`src/vsfr_pkg.sv`:
```
// Package for the value stack with remove-by-value.
// Sizes, opcode and status codes, controller states and the controller/datapath structs.
// No dependencies.
`timescale 1ns / 1ps
`default_nettype none

package vsfr_pkg;

  localparam int DEPTH      = 64;
  localparam int VALUE_BITS = 32;
  localparam int ADDR_BITS  = $clog2(DEPTH);
  localparam int COUNT_BITS = $clog2(DEPTH + 1);

  typedef logic [VALUE_BITS-1:0] value_t;
  typedef logic [COUNT_BITS-1:0] count_t;
  typedef logic [ADDR_BITS-1:0]  addr_t;

  typedef enum logic [1:0] {
    OP_PUSH   = 2'd0,
    OP_POP    = 2'd1,
    OP_REMOVE = 2'd2
  } opcode_e;

  typedef enum logic [1:0] {
    STAT_OK        = 2'd0,
    STAT_OVERFLOW  = 2'd1,
    STAT_UNDERFLOW = 2'd2
  } status_e;

  typedef enum logic [2:0] {
    S_IDLE,
    S_EXEC,
    S_SCAN,
    S_TOP_RD,
    S_TOP_WAIT,
    S_RESPOND
  } state_e;

  // controller -> datapath
  typedef struct packed {
    logic    latch_in;
    logic    do_push;
    logic    do_pop;
    logic    rd_top;
    logic    take_rd;
    logic    clear_shown;
    logic    set_status;
    status_e status;
    logic    scan_init;
    logic    scan_run;
    logic    scan_commit;
    logic    load_out;
  } ctrl_cmd_t;

  // datapath -> controller
  typedef struct packed {
    logic [1:0] op;
    logic       full;
    logic       empty;
    logic       scan_done;
    logic       out_free;
  } dp_stat_t;

endpackage

`default_nettype wire

```
`src/vsfr_req_if.sv`:
```
// Request channel: valid/ready handshake with opcode and operand.
// Depends on vsfr_pkg.
`timescale 1ns / 1ps
`default_nettype none

interface vsfr_req_if;
  logic               valid;
  logic               ready;
  logic [1:0]         opcode;
  vsfr_pkg::value_t   operand_value;

  modport source (output valid, output opcode, output operand_value, input ready);
  modport sink   (input valid, input opcode, input operand_value, output ready);
endinterface

`default_nettype wire

```
`src/vsfr_rsp_if.sv`:
```
// Response channel: valid/ready handshake with top value, count, empty flag and status.
// Depends on vsfr_pkg.
`timescale 1ns / 1ps
`default_nettype none

interface vsfr_rsp_if;
  logic              valid;
  logic              ready;
  vsfr_pkg::value_t  top_value;
  vsfr_pkg::count_t  entry_count;
  logic              is_empty;
  logic [1:0]        status;

  modport source (output valid, output top_value, output entry_count, output is_empty,
                  output status, input ready);
  modport sink   (input valid, input top_value, input entry_count, input is_empty,
                  input status, output ready);
endinterface

`default_nettype wire

```
`src/vsfr_ctrl.sv`:
```
// Controller state machine: sequences push, pop, remove compaction and the top read.
// Depends on vsfr_pkg.
`timescale 1ns / 1ps
`default_nettype none

module vsfr_ctrl (
  input  wire logic               clk,
  input  wire logic               rst,
  input  wire logic               req_valid,
  output logic                    req_ready,
  input  wire vsfr_pkg::dp_stat_t stat,
  output vsfr_pkg::ctrl_cmd_t     cmd
);

  vsfr_pkg::state_e state;
  vsfr_pkg::state_e state_next;

  always_ff @(posedge clk) begin
    if (rst) begin
      state <= vsfr_pkg::S_IDLE;
    end else begin
      state <= state_next;
    end
  end

  always_comb begin
    state_next = state;
    case (state)
      vsfr_pkg::S_IDLE: begin
        if (req_valid) state_next = vsfr_pkg::S_EXEC;
      end
      vsfr_pkg::S_EXEC: begin
        case (stat.op)
          vsfr_pkg::OP_PUSH:   state_next = vsfr_pkg::S_TOP_RD;
          vsfr_pkg::OP_POP: begin
            state_next = stat.empty ? vsfr_pkg::S_RESPOND : vsfr_pkg::S_TOP_WAIT;
          end
          vsfr_pkg::OP_REMOVE: state_next = vsfr_pkg::S_SCAN;
          default:             state_next = vsfr_pkg::S_TOP_RD;
        endcase
      end
      vsfr_pkg::S_SCAN: begin
        if (stat.scan_done) state_next = vsfr_pkg::S_TOP_RD;
      end
      vsfr_pkg::S_TOP_RD: begin
        state_next = stat.empty ? vsfr_pkg::S_RESPOND : vsfr_pkg::S_TOP_WAIT;
      end
      vsfr_pkg::S_TOP_WAIT: state_next = vsfr_pkg::S_RESPOND;
      vsfr_pkg::S_RESPOND: begin
        if (stat.out_free) state_next = vsfr_pkg::S_IDLE;
      end
      default: state_next = vsfr_pkg::S_IDLE;
    endcase
  end

  always_comb begin
    cmd       = '0;
    cmd.status = vsfr_pkg::STAT_OK;
    req_ready = 1'b0;
    case (state)
      vsfr_pkg::S_IDLE: begin
        req_ready    = 1'b1;
        cmd.latch_in = req_valid;
      end
      vsfr_pkg::S_EXEC: begin
        case (stat.op)
          vsfr_pkg::OP_PUSH: begin
            if (stat.full) begin
              cmd.set_status = 1'b1;
              cmd.status     = vsfr_pkg::STAT_OVERFLOW;
            end else begin
              cmd.do_push = 1'b1;
            end
          end
          vsfr_pkg::OP_POP: begin
            if (stat.empty) begin
              cmd.set_status  = 1'b1;
              cmd.status      = vsfr_pkg::STAT_UNDERFLOW;
              cmd.clear_shown = 1'b1;
            end else begin
              cmd.do_pop = 1'b1;
            end
          end
          vsfr_pkg::OP_REMOVE: cmd.scan_init = 1'b1;
          default: ;
        endcase
      end
      vsfr_pkg::S_SCAN: begin
        if (stat.scan_done) cmd.scan_commit = 1'b1;
        else                cmd.scan_run    = 1'b1;
      end
      vsfr_pkg::S_TOP_RD: begin
        if (stat.empty) cmd.clear_shown = 1'b1;
        else            cmd.rd_top      = 1'b1;
      end
      vsfr_pkg::S_TOP_WAIT: cmd.take_rd = 1'b1;
      vsfr_pkg::S_RESPOND:  cmd.load_out = stat.out_free;
      default: ;
    endcase
  end

endmodule

`default_nettype wire

```
`src/vsfr_dp.sv`:
```
// Datapath: entry memory, fill level, compaction counters and the result register.
// Depends on vsfr_pkg; driven by vsfr_ctrl commands.
`timescale 1ns / 1ps
`default_nettype none

module vsfr_dp (
  input  wire logic                clk,
  input  wire logic                rst,
  input  wire vsfr_pkg::ctrl_cmd_t cmd,
  output vsfr_pkg::dp_stat_t       stat,
  input  wire logic [1:0]          opcode,
  input  wire vsfr_pkg::value_t    operand_value,
  input  wire logic                rsp_ready,
  output logic                     rsp_valid,
  output vsfr_pkg::value_t         top_value,
  output vsfr_pkg::count_t         entry_count,
  output logic                     is_empty,
  output logic [1:0]               status
);

  vsfr_pkg::value_t mem [vsfr_pkg::DEPTH];

  logic [1:0]        op;
  vsfr_pkg::value_t  val;
  vsfr_pkg::count_t  fill;
  vsfr_pkg::count_t  rd_idx;
  vsfr_pkg::count_t  wr_idx;
  logic              pending;
  vsfr_pkg::value_t  rd_data;
  vsfr_pkg::value_t  shown;
  vsfr_pkg::status_e stat_code;

  vsfr_pkg::count_t  top_idx;
  logic              rd_more;
  logic              keep;
  logic              rd_en;
  vsfr_pkg::addr_t   rd_addr;
  logic              wr_en;
  vsfr_pkg::addr_t   wr_addr;
  vsfr_pkg::value_t  wr_data;

  assign top_idx = fill - vsfr_pkg::COUNT_BITS'(1);
  assign rd_more = rd_idx < fill;
  // entry read in the previous cycle survives the filter
  assign keep    = pending && (rd_data != val);

  always_comb begin
    rd_en   = 1'b0;
    rd_addr = top_idx[vsfr_pkg::ADDR_BITS-1:0];
    if (cmd.rd_top || cmd.do_pop) begin
      rd_en = 1'b1;
    end else if (cmd.scan_run && rd_more) begin
      rd_en   = 1'b1;
      rd_addr = rd_idx[vsfr_pkg::ADDR_BITS-1:0];
    end
  end

  always_comb begin
    wr_en   = 1'b0;
    wr_addr = fill[vsfr_pkg::ADDR_BITS-1:0];
    wr_data = val;
    if (cmd.do_push) begin
      wr_en = 1'b1;
    end else if (cmd.scan_run && keep) begin
      wr_en   = 1'b1;
      wr_addr = wr_idx[vsfr_pkg::ADDR_BITS-1:0];
      wr_data = rd_data;
    end
  end

  // write address never reaches an index still to be read during compaction
  always_ff @(posedge clk) begin
    if (wr_en) mem[wr_addr] <= wr_data;
    if (rd_en) rd_data <= mem[rd_addr];
  end

  always_ff @(posedge clk) begin
    if (rst) begin
      fill    <= '0;
      rd_idx  <= '0;
      wr_idx  <= '0;
      pending <= 1'b0;
    end else begin
      if (cmd.do_push)     fill <= fill + vsfr_pkg::COUNT_BITS'(1);
      if (cmd.do_pop)      fill <= top_idx;
      if (cmd.scan_commit) fill <= wr_idx;
      if (cmd.scan_init) begin
        rd_idx  <= '0;
        wr_idx  <= '0;
        pending <= 1'b0;
      end else if (cmd.scan_run) begin
        pending <= rd_more;
        if (rd_more) rd_idx <= rd_idx + vsfr_pkg::COUNT_BITS'(1);
        if (keep)    wr_idx <= wr_idx + vsfr_pkg::COUNT_BITS'(1);
      end
    end
  end

  always_ff @(posedge clk) begin
    if (cmd.latch_in) begin
      op        <= opcode;
      val       <= operand_value;
      stat_code <= vsfr_pkg::STAT_OK;
    end
    if (cmd.set_status)  stat_code <= cmd.status;
    if (cmd.clear_shown) shown <= '0;
    if (cmd.take_rd)     shown <= rd_data;
  end

  // result register; frees up as soon as the item is taken
  always_ff @(posedge clk) begin
    if (rst) begin
      rsp_valid <= 1'b0;
    end else if (cmd.load_out) begin
      rsp_valid <= 1'b1;
    end else if (rsp_ready) begin
      rsp_valid <= 1'b0;
    end
  end

  always_ff @(posedge clk) begin
    if (cmd.load_out) begin
      top_value   <= shown;
      entry_count <= fill;
      is_empty    <= (fill == '0);
      status      <= stat_code;
    end
  end

  assign stat.op        = op;
  assign stat.full      = (fill == vsfr_pkg::COUNT_BITS'(vsfr_pkg::DEPTH));
  assign stat.empty     = (fill == '0);
  assign stat.scan_done = !rd_more && !pending;
  assign stat.out_free  = !rsp_valid || rsp_ready;

endmodule

`default_nettype wire

```
`src/value_stack_with_filter_remove_core.sv`:
```
// Top level of the value stack with remove-by-value: controller plus datapath.
// Depends on vsfr_pkg, vsfr_req_if, vsfr_rsp_if, vsfr_ctrl and vsfr_dp.
//
//   channel | dir | payload                                       | handshake
//   req     | in  | opcode, operand_value                         | valid/ready
//   rsp     | out | top_value, entry_count, is_empty, status      | valid/ready
//
// One item at a time. Push and the unused opcode go through execute, top read and
// response; pop reads the top entry as it pops and returns it, or reports underflow
// when empty; remove runs a compaction walk through the single-read, single-write
// entry memory before the top read. The next item is taken once back in idle.
// Reset (rst, synchronous) empties the stack; memory contents are not cleared.
// A stalled rsp holds the controller in its response state until the result frees.
`timescale 1ns / 1ps
`default_nettype none

module value_stack_with_filter_remove_core (
  input  wire logic   clk,
  input  wire logic   rst,
  vsfr_req_if.sink    req,
  vsfr_rsp_if.source  rsp
);

  vsfr_pkg::ctrl_cmd_t cmd;
  vsfr_pkg::dp_stat_t  stat;

  vsfr_ctrl u_ctrl (
    .clk       (clk),
    .rst       (rst),
    .req_valid (req.valid),
    .req_ready (req.ready),
    .stat      (stat),
    .cmd       (cmd)
  );

  vsfr_dp u_dp (
    .clk           (clk),
    .rst           (rst),
    .cmd           (cmd),
    .stat          (stat),
    .opcode        (req.opcode),
    .operand_value (req.operand_value),
    .rsp_ready     (rsp.ready),
    .rsp_valid     (rsp.valid),
    .top_value     (rsp.top_value),
    .entry_count   (rsp.entry_count),
    .is_empty      (rsp.is_empty),
    .status        (rsp.status)
  );

endmodule

`default_nettype wire

```
`src/flat_wrapper.sv`:
```
// flat-port wrapper written by rule: the top's interface ports become plain ports
module value_stack_with_filter_remove_core_flat 
  (clk, rst, req_valid, req_opcode, req_operand_value, req_ready, rsp_valid, rsp_top_value, rsp_entry_count, rsp_is_empty, rsp_status, rsp_ready);
  vsfr_req_if req_i ();
  vsfr_rsp_if rsp_i ();
  input  wire logic clk;
  input  wire logic rst;
  input wire logic [$bits(req_i.valid)-1:0] req_valid;
  input wire logic [$bits(req_i.opcode)-1:0] req_opcode;
  input wire logic [$bits(req_i.operand_value)-1:0] req_operand_value;
  output wire logic [$bits(req_i.ready)-1:0] req_ready;
  output wire logic [$bits(rsp_i.valid)-1:0] rsp_valid;
  output wire logic [$bits(rsp_i.top_value)-1:0] rsp_top_value;
  output wire logic [$bits(rsp_i.entry_count)-1:0] rsp_entry_count;
  output wire logic [$bits(rsp_i.is_empty)-1:0] rsp_is_empty;
  output wire logic [$bits(rsp_i.status)-1:0] rsp_status;
  input wire logic [$bits(rsp_i.ready)-1:0] rsp_ready;
  assign req_i.valid = req_valid;
  assign req_i.opcode = req_opcode;
  assign req_i.operand_value = req_operand_value;
  assign req_ready = req_i.ready;
  assign rsp_valid = rsp_i.valid;
  assign rsp_top_value = rsp_i.top_value;
  assign rsp_entry_count = rsp_i.entry_count;
  assign rsp_is_empty = rsp_i.is_empty;
  assign rsp_status = rsp_i.status;
  assign rsp_i.ready = rsp_ready;
  value_stack_with_filter_remove_core u_core (.clk(clk), .rst(rst), .req(req_i), .rsp(rsp_i));
endmodule
```
`config.mk`:
```
export PLATFORM = sky130hd
export DESIGN_NAME = value_stack_with_filter_remove_core_flat
export DESIGN_NICKNAME = d
export VERILOG_FILES = /design/src/vsfr_pkg.sv /design/src/vsfr_req_if.sv /design/src/vsfr_rsp_if.sv /design/src/vsfr_ctrl.sv /design/src/vsfr_dp.sv /design/src/value_stack_with_filter_remove_core.sv /design/src/flat_wrapper.sv
export SDC_FILE = /design/constraint.sdc
export NUM_CORES = 2
export LEC_CHECK = 0
export BUFFER_PORTS_ARGS = -buffer_cell sky130_fd_sc_hd__buf_2
export CORE_MARGIN = 1.5
export CORE_UTILIZATION = 35
export DETAILED_ROUTE_END_ITERATION = 7
export PLACE_DENSITY = 0.6
export SYNTH_ARGS = -nofsm -noshare
export SYNTH_HDL_FRONTEND = slang
export SYNTH_SLANG_ARGS = --single-unit
```
`constraint.sdc`:
```
create_clock -name clk -period 6.1 [get_ports clk]
set_clock_uncertainty 0.15 [all_clocks]
set_input_delay 0 -clock clk [delete_from_list [all_inputs] [get_ports clk]]
set_output_delay 0 -clock clk [all_outputs]
set_load 0.01 [all_outputs]
```
==> impl_metrics.py <==
metrics = {
    "synthesis": {
        "syn-num-nets": 6153,
        "syn_inst": 6105,
        "syn_area_per_cell_um2": 14.4,
        "synth_area_leader_cell": "edfxtp_1",
        "synth_area_mm2": 0.0877,
        "synthFlopType": "edfxtp_1",
        "synthTopCellsByArea": "edfxtp_1, nand2_1, mux2i_1",
        "yosysWarnings": 0,
        "yosysSeqAreaShare": 0.756,
        "synthArstFlopShare": 0,
        "yosys.area.top_type_share": 0.750,
        "synth-edff-count": 2190,
        "yosysMostFrequentCell": "edfxtp_1",
        "synth_seq_cells": 2216,
        "ys_types": 71,
        "synthTopCellsByCount": "edfxtp_1, nand2_1, nand3_1, mux2i_1, a21oi_1",
    },
    "sta": {
        "finalCritPeriodShare": 1.00,
        "setup_viol": 1,
        "worst_slack_ns": -0.00482,
        "setup_tns_ns": -0.00482,
        "max_freq_ghz": 0.164,
        "relSlewSlack": -0.0789,
        "slew_violations": 12,
        "worst_pin_slew_ns": 1.62,
        "post-route-min-period_ns": 6.10,
        "hold_viol_final": 0,
    },
    "floorplan": {
        "die-area_mm2": 0.254,
        "dieHeight_um": 503,
        "floorplan.rows": 183,
        "start_util": 0.352,
        "io_pins": 82,
        "coreArea_mm2": 0.249,
        "chipWidth_um": 503,
    },
    "global_routing": {
        "overflow": 0,
        "grt_pass1_wl_um": 384000,
        "antenna_found_initial": 24,
        "grt_pass1_vias": 52300,
        "track_usage": 0.211,
        "grt_max_degree": 134,
    },
    "place": {
        "dp_hpwl_um": 162000,
        "placedInstanceArea_mm2": 0.0942,
        "routabilityCongestion": 0.927,
        "portBuffers": 81,
    },
    "power_and_ir_drop": {
        "power.density_mw_per_mm2": 566,
        "p_clk_frac": 0.230,
        "switching_power_w": 0.0252,
        "p_int_w": 0.0326,
        "p_leak_nw": 33.8,
        "vdd_drop_max_mv": 0.598,
        "sw_frac_of_total": 0.436,
        "combPwrFrac": 0.453,
        "p_seq_frac": 0.317,
    },
    "cells_and_area": {
        "nets": 6452,
        "drive_gt1_frac": 0.129,
        "fin_area_mm2": 0.102,
        "fillers": 22400,
        "syn_to_final_growth_pct": 16.4,
    },
    "detailed_routing": {
        "first_pass_iters": 6,
        "vias_per_cell": 5.55,
        "wl_per_cell_um": 27.4,
        "final_antenna_net_count": 0,
        "num_vias": 55200,
        "routed_wl_um": 273000,
        "drc": 0,
        "drt_iter0_drc": 7557,
    },
    "clocking": {
        "cts_buffer_depth": 3,
        "clock-sinks": 2216,
        "cts_setup_buffers": 0,
        "cts_max_level": 4,
        "cts-root-buf": "clkbuf_16",
        "clock_latency_ns": 0.88,
        "cts.clk_slew.worst_paths_ns": 0.07,
        "cts_tree": "built",
        "cts_buffers": 217,
    },
    "setup_path": {
        "critPathRequiredTime_ns": 6.64,
        "critPathLaunchType": "flip-flop",
        "worstSetupEndpointType": "flip-flop",
        "path_max_fanout": 60,
        "worstPathArrival_ns": 6.65,
        "path_class": "reg -> reg",
    },
    "hold_path": {
        "worstHoldPathType": "in -> reg",
    },
    "status": {
        "status": "finished, violations left",
        "violations": "max-capacitance violations, max-slew violations, negative setup slack",
    },
    "job": {
        "maxCapViolations": 2,
    },
}
-- state kept, by name (all words and copies together), names as in the netlist, 3 cells and up --
| register | count |
|---|---|
| u_core.u_dp.wr_idx | 7 |
| u_core.u_dp.shown | 32 |
| u_core.u_ctrl.state | 3 |
| u_core.u_dp.rd_idx | 7 |
| u_core.u_dp.fill | 7 |
| u_core.u_dp.rd_data | 32 |
| u_core.u_dp.mem | 2048 |
| u_core.u_dp.top_value | 32 |
| u_core.u_dp.entry_count | 7 |
| u_core.u_dp.val | 32 |
-- power groups by stage --
stage | clock [W] | sequential [W] | combinational (W)
global route | 0.0140 | 0.0183 | 0.0272
detailed placement | 0 | 0.0186 | 0.0255
finish | 0.0133 | 0.0183 | 0.0261
CTS | 0.0134 | 0.0183 | 0.0257
floorplan | 0 | 0.0183 | 0.0139
global placement | 0 | 0.0186 | 0.0253
-- cells by family after synthesis --
logic type / after synthesis / share of synthesized area
and+or+nand+nor: 2235 / 0.109
DFF: 2216 / 0.756
AOI/OAI and AO/OA: 767 / 0.0578
muxes: 435 / 0.0504
buffers and inverters: 396 / 0.0204
xor gates and xnor gates: 46 / 0.00460
adders and majority gates: 10 / 0.00143
-- critical path, stage by stage (launching register included) --
cell      delay (ns)
dfxtp_1         0.45
clkinv_1        0.26
ha_1            0.36
nand2_1         0.05
nor2_1          0.32
a21o_2          0.73
mux2i_4         0.83
buf_4           0.72
nand2_1         0.11
a32oi_1         0.21
a31oi_1         0.17
o22ai_1         1.22
or3_1           0.25
-- cell type report --
type                       instances  area, um^2  share of cell area
sequential                      2216       66300               0.649
multi-input combinational       3493       20400               0.200
clock buffer                     260        5610              0.0550
tap                             3330        4170              0.0408
timing repair buffer             457        4000              0.0392
clock inverter                   151        1440              0.0141
antenna                           34        85.1            0.000834
inverter                          19        71.3            0.000699
-- stage by stage --
step / utilization / hold slack [ns] / setup WS [ns] / cells / total power, W
after CTS: 0.410 / 0.0625 / 0.0786 / 9926 / 0.0574
after floorplan: - / -0.0511 / 1.64 / 6105 / 0.0322
after global placement: 0.378 / 0.0296 / 0.132 / 9441 / 0.0439
after global routing: 0.410 / 0.139 / -0.0554 / 9956 / 0.0595
final: 0.410 / 0.130 / -0.00482 / 9960 / 0.0578
after detailed placement: 0.378 / 0.0281 / 0.107 / 9441 / 0.0442
-- worst paths after layout --
check	from	to	slack, ns	cells after the start
max	u_core.u_dp.fill[3]	u_core.u_dp.rd_data[20]	-0.005	12
min	rst	u_core.u_dp.rd_idx[1]	0.13	4
max reg2reg	u_core.u_dp.fill[3]	u_core.u_dp.rd_data[20]	-0.005	12
min reg2reg	u_core.u_dp.stat_code[1]	u_core.u_dp.status[1]	0.27	0
-- what timing repair did --
item	CTS	global route
endpoints found under the setup margin	0	2
resized for setup	0	2
hold buffers	74	0
endpoints found under the hold margin	136	0
-- per-layer routing --
layer,wire length [um],part of all wire,GRT usage
met5,24,0.000088,0
met4,11400,0.042,0.0915
met3,28900,0.11,0.0428
met2,123000,0.45,0.324
met1,109000,0.40,0.289
-- cell usage in the layout, fill, tap and decap left out, types with 74 or more instances in the layout --
cell           count
edfxtp_1        2190
nand2_1         1359
nand3_1          472
mux2i_1          391
buf_4            255
clkbuf_16        218
a21oi_1          216
a32oi_1          110
o22ai_1          110
a31oi_1           98
nor2_1            84
buf_2             81
dlygate4sd3_1     74
Power figures use the tool's default switching activity.
